===== src/design/ttci_pkg.sv =====
package ttci_pkg;

    localparam int ROWS_DEF = 10;
    localparam int COLS_DEF = 10;
    localparam int POS_W    = 6;

    localparam logic [1:0] OP_FEED  = 2'd0;
    localparam logic [1:0] OP_READ  = 2'd1;
    localparam logic [1:0] OP_RESET = 2'd2;

    localparam logic [7:0] CH_SPACE = 8'h20;
    localparam logic [7:0] CH_CARET = 8'h5E;
    localparam logic [7:0] CH_ZERO  = 8'h30;
    localparam logic [7:0] CH_NINE  = 8'h39;
    localparam logic [7:0] CH_B     = 8'h62;
    localparam logic [7:0] CH_C     = 8'h63;
    localparam logic [7:0] CH_D     = 8'h64;
    localparam logic [7:0] CH_E     = 8'h65;
    localparam logic [7:0] CH_H     = 8'h68;
    localparam logic [7:0] CH_I     = 8'h69;
    localparam logic [7:0] CH_L     = 8'h6C;
    localparam logic [7:0] CH_O     = 8'h6F;
    localparam logic [7:0] CH_R     = 8'h72;
    localparam logic [7:0] CH_U     = 8'h75;

    typedef enum logic [1:0] {
        PH_TEXT,
        PH_CMD,
        PH_COLUMN
    } phase_t;

    typedef enum logic [1:0] {
        S_IDLE,
        S_READ,
        S_OUT
    } state_t;

    typedef struct packed {
        logic             clr;
        logic             wr;
        logic             ins;
        logic [POS_W-1:0] row;
        logic [POS_W-1:0] col;
        logic [7:0]       ch;
        logic             rd_load;
        logic             rd_shift;
        logic [3:0]       rd_row;
        logic [3:0]       rd_col;
    } cmd_t;

    typedef struct packed {
        logic [7:0] cell_char;
        logic [3:0] cursor_row;
        logic [3:0] cursor_col;
        logic       insert_mode;
    } result_t;

endpackage


===== src/design/ttci_if.sv =====
interface ttci_req_if;
    logic       valid;
    logic       ready;
    logic [1:0] operation;
    logic [7:0] char_code;
    logic [3:0] read_row;
    logic [3:0] read_col;

    modport source (output valid, operation, char_code, read_row, read_col, input ready);
    modport sink (input valid, operation, char_code, read_row, read_col, output ready);
endinterface

interface ttci_rsp_if;
    logic       valid;
    logic       ready;
    logic [7:0] cell_char;
    logic [3:0] cursor_row;
    logic [3:0] cursor_col;
    logic       insert_mode;

    modport source (output valid, cell_char, cursor_row, cursor_col, insert_mode, input ready);
    modport sink (input valid, cell_char, cursor_row, cursor_col, insert_mode, output ready);
endinterface


===== src/design/ttci_cell.sv =====
module ttci_cell
    import ttci_pkg::*;
#(
    parameter int CELL_ROW = 0,
    parameter int CELL_COL = 0
)
(
    input  logic       clk,
    input  logic       rst_n,
    input  cmd_t       cmd,
    input  logic [7:0] left_data,
    input  logic [7:0] left_rd_data,
    input  logic       left_rd_valid,
    output logic [7:0] data,
    output logic [7:0] rd_data,
    output logic       rd_valid
);

    logic [7:0] data_reg;
    logic [7:0] data_next;
    logic [7:0] rd_data_reg;
    logic [7:0] rd_data_next;
    logic       rd_valid_reg;
    logic       rd_valid_next;
    logic       on_row;
    logic       hit;
    logic       right_of;
    logic       rd_hit;

    assign on_row   = (cmd.row == POS_W'(CELL_ROW));
    assign hit      = on_row && (cmd.col == POS_W'(CELL_COL));
    assign right_of = on_row && (POS_W'(CELL_COL) > cmd.col);
    assign rd_hit   = (int'(cmd.rd_row) == CELL_ROW) && (int'(cmd.rd_col) == CELL_COL);

    always_comb
    begin
        data_next     = data_reg;
        rd_data_next  = rd_data_reg;
        rd_valid_next = rd_valid_reg;
        if (cmd.clr)
        begin
            data_next = CH_SPACE;
        end
        else if (cmd.wr)
        begin
            if (hit)
            begin
                data_next = cmd.ch;
            end
            else if (cmd.ins && right_of)
            begin
                data_next = left_data;
            end
        end
        if (cmd.rd_load)
        begin
            rd_data_next  = data_reg;
            rd_valid_next = rd_hit;
        end
        else if (cmd.rd_shift)
        begin
            rd_data_next  = left_rd_data;
            rd_valid_next = left_rd_valid;
        end
    end

    always_ff @(posedge clk or negedge rst_n)
    begin
        if (!rst_n)
        begin
            data_reg     <= CH_SPACE;
            rd_valid_reg <= 1'b0;
        end
        else
        begin
            data_reg     <= data_next;
            rd_valid_reg <= rd_valid_next;
        end
    end

    always_ff @(posedge clk)
    begin
        rd_data_reg <= rd_data_next;
    end

    assign data     = data_reg;
    assign rd_data  = rd_data_reg;
    assign rd_valid = rd_valid_reg;

endmodule


===== src/design/text_terminal_control_interpreter_core.sv =====
// Feed, reset, unused operations and out-of-range reads give their result beat in the
// cycle after acceptance. An in-range read loads its cell value onto the chain of screen
// cells, which carries it one cell per cycle to its end, where it forms the result beat.
// One beat is in work at a time; a new beat is taken in the cycle its result is taken.
// Reset fills the screen with spaces, homes the cursor and selects overwrite mode.
module text_terminal_control_interpreter_core
    import ttci_pkg::*;
#(
    parameter int ROWS = ROWS_DEF,
    parameter int COLS = COLS_DEF
)
(
    input logic          clk,
    input logic          rst_n,
    ttci_req_if.sink     req,
    ttci_rsp_if.source   rsp
);

    localparam int NCELL = ROWS * COLS;
    localparam int RW    = $clog2(ROWS);
    localparam int CW    = $clog2(COLS);
    localparam logic [RW-1:0]    ROW_MAX   = RW'(ROWS - 1);
    localparam logic [CW-1:0]    COL_MAX   = CW'(COLS - 1);
    localparam logic [POS_W-1:0] ROW_MAX_P = POS_W'(ROWS - 1);
    localparam logic [POS_W-1:0] COL_MAX_P = POS_W'(COLS - 1);

    state_t        state_reg;
    state_t        state_next;
    phase_t        phase_reg;
    phase_t        phase_next;
    logic [RW-1:0] row_reg;
    logic [RW-1:0] row_next;
    logic [CW-1:0] col_reg;
    logic [CW-1:0] col_next;
    logic          ins_reg;
    logic          ins_next;
    logic [3:0]    pend_reg;
    logic [3:0]    pend_next;
    logic          out_valid_reg;
    logic          out_valid_next;
    result_t       out_reg;
    result_t       out_next;

    cmd_t          cmd;
    logic          take;
    logic          in_range;
    logic          is_digit;
    logic [3:0]    digit;
    logic [POS_W-1:0] col_digit;
    logic [POS_W-1:0] pend_ext;
    logic [7:0]    ch;

    logic [7:0]       cell_data [NCELL];
    logic [7:0]       cell_rd_data [NCELL];
    logic [NCELL-1:0] cell_rd_valid;

    genvar gr, gc;
    generate
        for (gr = 0; gr < ROWS; gr++)
        begin : g_row
            for (gc = 0; gc < COLS; gc++)
            begin : g_col
                localparam int IDX = gr * COLS + gc;
                logic [7:0] left_data;
                logic [7:0] left_rd_data;
                logic       left_rd_valid;
                if (IDX == 0)
                begin : g_first
                    assign left_data     = CH_SPACE;
                    assign left_rd_data  = 8'h00;
                    assign left_rd_valid = 1'b0;
                end
                else
                begin : g_link
                    assign left_data     = cell_data[IDX-1];
                    assign left_rd_data  = cell_rd_data[IDX-1];
                    assign left_rd_valid = cell_rd_valid[IDX-1];
                end
                ttci_cell #(
                    .CELL_ROW (gr),
                    .CELL_COL (gc)
                ) u_cell (
                    .clk           (clk),
                    .rst_n         (rst_n),
                    .cmd           (cmd),
                    .left_data     (left_data),
                    .left_rd_data  (left_rd_data),
                    .left_rd_valid (left_rd_valid),
                    .data          (cell_data[IDX]),
                    .rd_data       (cell_rd_data[IDX]),
                    .rd_valid      (cell_rd_valid[IDX])
                );
            end
        end
    endgenerate

    assign ch        = req.char_code;
    assign is_digit  = ch inside {[CH_ZERO:CH_NINE]};
    assign digit     = 4'(ch - CH_ZERO);
    assign col_digit = is_digit ? POS_W'(digit) : '0;
    assign pend_ext  = POS_W'(pend_reg);
    assign in_range  = (int'(req.read_row) < ROWS) && (int'(req.read_col) < COLS);
    assign take      = (state_reg == S_IDLE) || ((state_reg == S_OUT) && rsp.ready);

    always_comb
    begin
        state_next     = state_reg;
        phase_next     = phase_reg;
        row_next       = row_reg;
        col_next       = col_reg;
        ins_next       = ins_reg;
        pend_next      = pend_reg;
        out_valid_next = out_valid_reg;
        out_next       = out_reg;

        cmd          = '0;
        cmd.row      = POS_W'(row_reg);
        cmd.col      = POS_W'(col_reg);
        cmd.ch       = ch;
        cmd.ins      = ins_reg;
        cmd.rd_row   = req.read_row;
        cmd.rd_col   = req.read_col;

        if ((state_reg == S_OUT) && rsp.ready)
        begin
            out_valid_next = 1'b0;
            state_next     = S_IDLE;
        end

        if (state_reg == S_READ)
        begin
            cmd.rd_shift = !cell_rd_valid[NCELL-1];
            if (cell_rd_valid[NCELL-1])
            begin
                out_next.cell_char = cell_rd_data[NCELL-1];
                out_valid_next     = 1'b1;
                state_next         = S_OUT;
            end
        end

        if (take && req.valid)
        begin
            out_valid_next     = 1'b1;
            state_next         = S_OUT;
            out_next.cell_char = 8'h00;
            case (req.operation)
                OP_FEED:
                begin
                    case (phase_reg)
                        PH_CMD:
                        begin
                            phase_next = PH_TEXT;
                            case (ch)
                                CH_B: col_next = '0;
                                CH_C: cmd.clr = 1'b1;
                                CH_D:
                                begin
                                    if (row_reg < ROW_MAX)
                                    begin
                                        row_next = row_reg + 1'b1;
                                    end
                                end
                                CH_U:
                                begin
                                    if (row_reg != '0)
                                    begin
                                        row_next = row_reg - 1'b1;
                                    end
                                end
                                CH_L:
                                begin
                                    if (col_reg != '0)
                                    begin
                                        col_next = col_reg - 1'b1;
                                    end
                                end
                                CH_R:
                                begin
                                    if (col_reg < COL_MAX)
                                    begin
                                        col_next = col_reg + 1'b1;
                                    end
                                end
                                CH_E:
                                begin
                                    cmd.wr  = 1'b1;
                                    cmd.ins = 1'b0;
                                    cmd.ch  = CH_SPACE;
                                end
                                CH_H:
                                begin
                                    row_next = '0;
                                    col_next = '0;
                                end
                                CH_I: ins_next = 1'b1;
                                CH_O: ins_next = 1'b0;
                                CH_CARET:
                                begin
                                    cmd.wr = 1'b1;
                                    if (col_reg < COL_MAX)
                                    begin
                                        col_next = col_reg + 1'b1;
                                    end
                                end
                                default:
                                begin
                                    if (is_digit)
                                    begin
                                        pend_next  = digit;
                                        phase_next = PH_COLUMN;
                                    end
                                end
                            endcase
                        end
                        PH_COLUMN:
                        begin
                            phase_next = PH_TEXT;
                            row_next   = (pend_ext > ROW_MAX_P) ? ROW_MAX : RW'(pend_ext);
                            col_next   = (col_digit > COL_MAX_P) ? COL_MAX : CW'(col_digit);
                        end
                        default:
                        begin
                            if (ch == CH_CARET)
                            begin
                                phase_next = PH_CMD;
                            end
                            else
                            begin
                                cmd.wr = 1'b1;
                                if (col_reg < COL_MAX)
                                begin
                                    col_next = col_reg + 1'b1;
                                end
                            end
                        end
                    endcase
                end
                OP_READ:
                begin
                    if (in_range)
                    begin
                        cmd.rd_load    = 1'b1;
                        out_valid_next = 1'b0;
                        state_next     = S_READ;
                    end
                end
                OP_RESET:
                begin
                    cmd.clr    = 1'b1;
                    row_next   = '0;
                    col_next   = '0;
                    ins_next   = 1'b0;
                    phase_next = PH_TEXT;
                    pend_next  = '0;
                end
                default:
                begin
                end
            endcase
        end

        out_next.cursor_row  = 4'(row_next);
        out_next.cursor_col  = 4'(col_next);
        out_next.insert_mode = ins_next;
    end

    always_ff @(posedge clk or negedge rst_n)
    begin
        if (!rst_n)
        begin
            state_reg     <= S_IDLE;
            phase_reg     <= PH_TEXT;
            row_reg       <= '0;
            col_reg       <= '0;
            ins_reg       <= 1'b0;
            pend_reg      <= '0;
            out_valid_reg <= 1'b0;
        end
        else
        begin
            state_reg     <= state_next;
            phase_reg     <= phase_next;
            row_reg       <= row_next;
            col_reg       <= col_next;
            ins_reg       <= ins_next;
            pend_reg      <= pend_next;
            out_valid_reg <= out_valid_next;
        end
    end

    always_ff @(posedge clk)
    begin
        out_reg <= out_next;
    end

    assign req.ready       = take;
    assign rsp.valid       = out_valid_reg;
    assign rsp.cell_char   = out_reg.cell_char;
    assign rsp.cursor_row  = out_reg.cursor_row;
    assign rsp.cursor_col  = out_reg.cursor_col;
    assign rsp.insert_mode = out_reg.insert_mode;

`ifndef NO_ASSERTIONS
    a_cursor_bounds: assert property (@(posedge clk) disable iff (!rst_n)
        (row_reg <= ROW_MAX) && (col_reg <= COL_MAX))
        else $error("cursor left the screen");

    a_read_single: assert property (@(posedge clk) disable iff (!rst_n)
        (state_reg == S_READ) |-> $onehot0(cell_rd_valid))
        else $error("more than one cell value travels on the read chain");

    a_read_found: assert property (@(posedge clk) disable iff (!rst_n)
        cmd.rd_load |=> $onehot(cell_rd_valid))
        else $error("in-range read found no cell");

    a_no_overrun: assert property (@(posedge clk) disable iff (!rst_n)
        (req.valid && req.ready) |-> (!out_valid_reg || rsp.ready))
        else $error("beat accepted over a pending result");

    a_clear_done: assert property (@(posedge clk) disable iff (!rst_n)
        cmd.clr |=> (cell_data[0] == CH_SPACE) && (cell_data[NCELL-1] == CH_SPACE))
        else $error("screen clear did not reach the cells");
`endif

endmodule


===== src/flat_wrapper.sv =====
// flat-port wrapper written by rule: the top's interface ports become plain ports
module text_terminal_control_interpreter_core_flat import ttci_pkg::*;
#(
    parameter int ROWS = ROWS_DEF,
    parameter int COLS = COLS_DEF
)
  (clk, rst_n, req_valid, req_operation, req_char_code, req_read_row, req_read_col, req_ready, rsp_valid, rsp_cell_char, rsp_cursor_row, rsp_cursor_col, rsp_insert_mode, rsp_ready);
  ttci_req_if req_i ();
  ttci_rsp_if rsp_i ();
  input logic clk;
  input logic rst_n;
  input wire logic [$bits(req_i.valid)-1:0] req_valid;
  input wire logic [$bits(req_i.operation)-1:0] req_operation;
  input wire logic [$bits(req_i.char_code)-1:0] req_char_code;
  input wire logic [$bits(req_i.read_row)-1:0] req_read_row;
  input wire logic [$bits(req_i.read_col)-1:0] req_read_col;
  output wire logic [$bits(req_i.ready)-1:0] req_ready;
  output wire logic [$bits(rsp_i.valid)-1:0] rsp_valid;
  output wire logic [$bits(rsp_i.cell_char)-1:0] rsp_cell_char;
  output wire logic [$bits(rsp_i.cursor_row)-1:0] rsp_cursor_row;
  output wire logic [$bits(rsp_i.cursor_col)-1:0] rsp_cursor_col;
  output wire logic [$bits(rsp_i.insert_mode)-1:0] rsp_insert_mode;
  input wire logic [$bits(rsp_i.ready)-1:0] rsp_ready;
  assign req_i.valid = req_valid;
  assign req_i.operation = req_operation;
  assign req_i.char_code = req_char_code;
  assign req_i.read_row = req_read_row;
  assign req_i.read_col = req_read_col;
  assign req_ready = req_i.ready;
  assign rsp_valid = rsp_i.valid;
  assign rsp_cell_char = rsp_i.cell_char;
  assign rsp_cursor_row = rsp_i.cursor_row;
  assign rsp_cursor_col = rsp_i.cursor_col;
  assign rsp_insert_mode = rsp_i.insert_mode;
  assign rsp_i.ready = rsp_ready;
  text_terminal_control_interpreter_core #(.ROWS(ROWS), .COLS(COLS)) u_core (.clk(clk), .rst_n(rst_n), .req(req_i), .rsp(rsp_i));
endmodule

===== config.mk =====
export PLATFORM = sky130hd
export DESIGN_NAME = text_terminal_control_interpreter_core_flat
export DESIGN_NICKNAME = d
export VERILOG_FILES = /design/src/design/ttci_pkg.sv /design/src/design/ttci_if.sv /design/src/design/ttci_cell.sv /design/src/design/text_terminal_control_interpreter_core.sv /design/src/flat_wrapper.sv
export SDC_FILE = /design/constraint.sdc
export NUM_CORES = 2
export LEC_CHECK = 0
export BUFFER_PORTS_ARGS = -buffer_cell sky130_fd_sc_hd__buf_4
export CAP_MARGIN = 20
export CORE_UTILIZATION = 63
export DETAILED_ROUTE_END_ITERATION = 12
export PLACE_DENSITY = 0.89
export SETUP_SLACK_MARGIN = 0.5
export SKIP_CTS_REPAIR_TIMING = 1
export SLEW_MARGIN = 20
export SYNTH_ARGS = -nofsm -noshare
export SYNTH_HDL_FRONTEND = slang
export SYNTH_HIERARCHICAL = 1
export SYNTH_SLANG_ARGS = --single-unit

===== constraint.sdc =====
create_clock -name clk -period 24.2 [get_ports clk]
set_input_delay 2.42 -clock clk [delete_from_list [all_inputs] [get_ports clk]]
set_output_delay 2.42 -clock clk [all_outputs]
set_load 0.1 [all_outputs]

Word-level counts from Yosys, hierarchy flattened
Cells that the tools add are included.
{"block": "totals", "regBits": 1735, "latchBits": 0, "ramBits": 0, "rom_bits": 0, "inputBits": 22, "out_inout_bits": 19, "word_cells": 1873, "mem_count": 0}
{"block": "op_classes", "n_addsub": 5, "n_mul": 0, "div_mod_pow": 0, "magnitude_cmp": 18, "n_eq_ne": 57, "shifts": 0, "mux": 858, "bitwise_logic": 0, "n_reduce_logical": 624}
{"op": "2-to-1 mux 8 bit", "n": 603}
{"op": "logical AND 1 bit", "n": 404}
{"op": "nonzero test 3 bit", "n": 100}
{"op": "2-to-1 mux 1 bit", "n": 217}
{"op": "AND reduction 2 bit", "n": 101}
{"op": "== test 8 x 7 -> 1 bit, second input constant", "n": 11}
{"op": "== test 4 bit, second input constant", "n": 16}
{"op": "2-to-1 mux 4 bit", "n": 13}
{"op": "== test 4 x 3 -> 1 bit, second input constant", "n": 12}
{"op": "case mux 4 bit (2 select lines)", "n": 5}
{"op": "== test 4 x 2 -> 1 bit, second input constant", "n": 6}
{"op": "case mux 4 bit (3 select lines)", "n": 2}
{"op": "2-to-1 mux 2 bit", "n": 10}
{"op": "greater-than comparator 3 x 4 -> 1 bit, first input constant", "n": 4}
{"op": "less-than comparator 4 bit, second input constant", "n": 4}
{"op": "zero test 6 bit", "n": 2}
{"op": "subtractor 4 x 1 -> 4 bit, second input constant", "n": 3}
{"op": "OR reduction 11 bit", "n": 1}
{"op": "2-to-1 mux 9 bit", "n": 1}
{"op": "adder 4 x 1 -> 4 bit, second input constant", "n": 2}
{"op": "== test 4 x 1 -> 1 bit, second input constant", "n": 2}
{"op": "greater-or-equal comparator 8 x 6 -> 1 bit, second input constant", "n": 1}
{"op": "greater-than comparator 1 x 4 -> 1 bit, first input constant", "n": 2}
{"op": "greater-than comparator 2 x 4 -> 1 bit, first input constant", "n": 2}
{"op": "21 further kinds", "n": 38}

Logic depth before layout (Yosys ltp)
{"block": "depth", "word_depth": 11, "mapped_depth": 12, "depth_no_buf": 10}

Worst setup path before layout
OpenSTA, ideal clock, no wires.
{"block": "synth_timing", "path_kind": "input to register", "start": "in rsp_ready", "end": "reg u_core.g_row[4].g_col[5].u_cell.data_reg[0]", "setup_time_ps": 140, "arrival_ps": 16422, "required_time_ps": 24060, "setup_slack_ps": 7638, "path_stages": 7, "n_path_buf": 2, "cell_sequence": "nor2b_4 > or3_1 > buf_4 > buf_6 > a21oi_1 > a21oi_1 > o2bb2ai_1"}
{"item": "from (decl)", "line": "flat_wrapper.sv:23", "text": "input wire logic [$bits(rsp_i.ready)-1:0] rsp_ready;"}
{"item": "to (signal assigned)", "line": "ttci_cell.sv:76", "text": "data_reg <= data_next;"}
{"item": "to (decl)", "line": "ttci_cell.sv:19", "text": "logic [7:0] data_reg;"}

==> flow_summary.ini <==
[route]
ant_nets = 0
dr.pass1.iters = 6
vias = 69135
routedWlPerCell_um = 24.6
drt-initial-drc-count = 8317
drc = 0
vias_per_cell = 6.92
wl_um = 246000

[outcome]
outcome = complete, no violations

[timing]
rsz0062_at_grt = no
layout_setup_ws_ns = 17.16
setup_viol = 0
skew_ns = 0.0434
fin_tns_setup_ns = 0
hold_viol_final = 0
slew_viol_final = 0
fin_crit_sh_pct = 29.1
worst_slew_pin_slew_ns = 1.22
max_slew_margin_pct = 18.5
timing.hold.ws_ns = 0.479
clock.fmax_ghz = 0.142
min_period_ns = 7.04

[clocking]
clk_pin_slew_ns = 0.06
cts-root-buf = clkbuf_16
cts_tree = yes
clk-insertion-delay-late_ns = 0.84
h-tree-depth = 4
cts_buffer_depth = 3
clock-sinks = 1735
cts_made_buffers = 176

[layout]
syn2layout_area_growth_pct = 9.50
drive_gt1_share_pct = 23.5
final_nets = 7943
fin_cells = 9988

[global_routing]
grt_max_degree = 266
grt_pass1_vias = 68696
grt_antenna_before_repair = 1
grt_usage_pct = 31.9
grt_pass1_wl_um = 387000
overflow = 0

[pwr]
clockPowerShare_pct = 32.7
power_frac_comb_pct = 22.8
p_int_mw = 5.97
power.density_nw_per_um2 = 85.2
sw_frac_of_total_pct = 31.5
power_leakage_nw = 38.6
power_frac_seq_pct = 44.4
p_total_mw = 8.72
ir_drop_mv = 0.0889
power.switching_mw = 2.74

[place]
placedCellCount = 9650
port_buffers = 40
dp_hpwl_um = 140000
place_congestion = 0.879
pre_cts_slack_ns = 16.46

[floorplan]
die_h_um = 387
ioPinCount = 41
fp.dieW_um = 387
coreArea_um2 = 146000
die_area_um2 = 150000
start_util_pct = 63.8
row_count = 140

[critical_path]
worstPathArrival_ns = 7.76
setup.worst_path.class = input port to flop
startpoint_type = input port
critPathCaptureType = flop
cp_data_required_time_ns = 24.92
path_max_fanout = 53

[synthesis]
netlist_area_um2 = 93400
synth_area_per_cell_um2 = 12.4
ys_warn_count = 6
synth_cells = 7538

[min_path]
hold_class = flop to flop

[job]
maxCapViolations = 0
cell usage in the layout, fill, tap and decap left out, types with 32 or more instances in the layout:
| cell | n |
|---|---|
| a211oi_1 | 82 |
| a21oi_1 | 286 |
| a221oi_1 | 71 |
| a22o_1 | 64 |
| a311oi_1 | 194 |
| a31oi_1 | 90 |
| a41oi_1 | 92 |
| and4_1 | 35 |
| buf_4 | 104 |
| clkbuf_1 | 35 |
| clkbuf_16 | 183 |
| clkinv_2 | 38 |
| conb_1 | 521 |
| dfrtp_1 | 810 |
| dfstp_2 | 100 |
| edfxtp_1 | 800 |
| inv_1 | 170 |
| mux2_1 | 62 |
| mux2_2 | 738 |
| mux2i_1 | 390 |
| nand2_1 | 297 |
| nand2b_1 | 194 |
| nand3_1 | 253 |
| nand4_1 | 195 |
| nor2_1 | 258 |
| nor2b_1 | 57 |
| nor3_1 | 44 |
| nor3_2 | 80 |
| nor3b_1 | 32 |
| nor4b_1 | 96 |
| nor4bb_1 | 68 |
| o21ai_0 | 118 |
| o21bai_1 | 132 |
| o22ai_1 | 90 |
| o2bb2ai_1 | 141 |
| o31ai_1 | 71 |
| or2_2 | 121 |
metal layers:
layer | routed length, µm | global-route usage (%) | vias to the layer above
li1 | - | - | 29912
met1 | 95200 | 42.6 | 34372
met2 | 117000 | 51.3 | 4005
met3 | 24000 | 6.16 | 846
met4 | 9970 | 13.2 | 0
met5 | 0 | 0 | -
final timing paths:
kind | slack (ns) | cells after the start | start | end
max | 17.16 | 14 | req_char_code[3] | u_core/g_row[7].g_col[2].u_cell/data[1]
max reg2reg | 18.66 | 8 | u_core/state_reg[1] | u_core/g_row[0].g_col[5].u_cell/data[0]
min in group asynchronous | 1.60 | 1 | rst_n | u_core/g_row[6].g_col[3].u_cell/data[4]
min | 0.48 | 2 | u_core/g_row[9].g_col[9].u_cell/rd_data[0] | u_core/rsp.cell_char[0]
max in group asynchronous | 18.82 | 5 | rst_n | u_core/g_row[4].g_col[9].u_cell/rd_valid
min reg2reg | 0.48 | 2 | u_core/g_row[9].g_col[9].u_cell/rd_data[0] | u_core/rsp.cell_char[0]
power groups by stage:
stage | registers (mW) | clock network (mW) | logic (mW)
after floorplan | 3.96 | 0 | 1.42
after global placement | 3.90 | 0 | 1.83
after detailed placement | 3.92 | 0 | 1.90
after CTS | 3.87 | 2.87 | 1.93
after global routing | 3.90 | 2.99 | 2.11
final | 3.87 | 2.85 | 1.99
layout make-up:
class	instances	area (µm²)
antenna	3	7.51
clock buffer	238	4990
clock inverter	93	1020
fill	9388	44100
sequential	1735	47500
multi-input combinational	5704	44600
inverter	171	642
tap	1917	2400
timing repair buffer	127	1200
per-stage QoR:
step | util [%] | area [µm²]
floorplan | - | 95400
global placement | 65.6 | 96000
detailed placement | 65.6 | 96000
CTS | 69.7 | 102000
global route | 69.9 | 102000
finish | 69.9 | 102000
critical path: stages:
cell,delay (ns)
buf_6,0.35
buf_4,0.88
and3b_1,0.35
and3_2,0.25
a31oi_1,0.05
nor3b_1,0.22
a21oi_1,0.08
nor3_2,0.19
buf_4,0.51
buf_4,0.63
or3b_2,0.53
a2111oi_4,0.75
o21bai_1,0.17
a31oi_1,0.22
No activity file was read; power rests on OpenSTA's default activity.
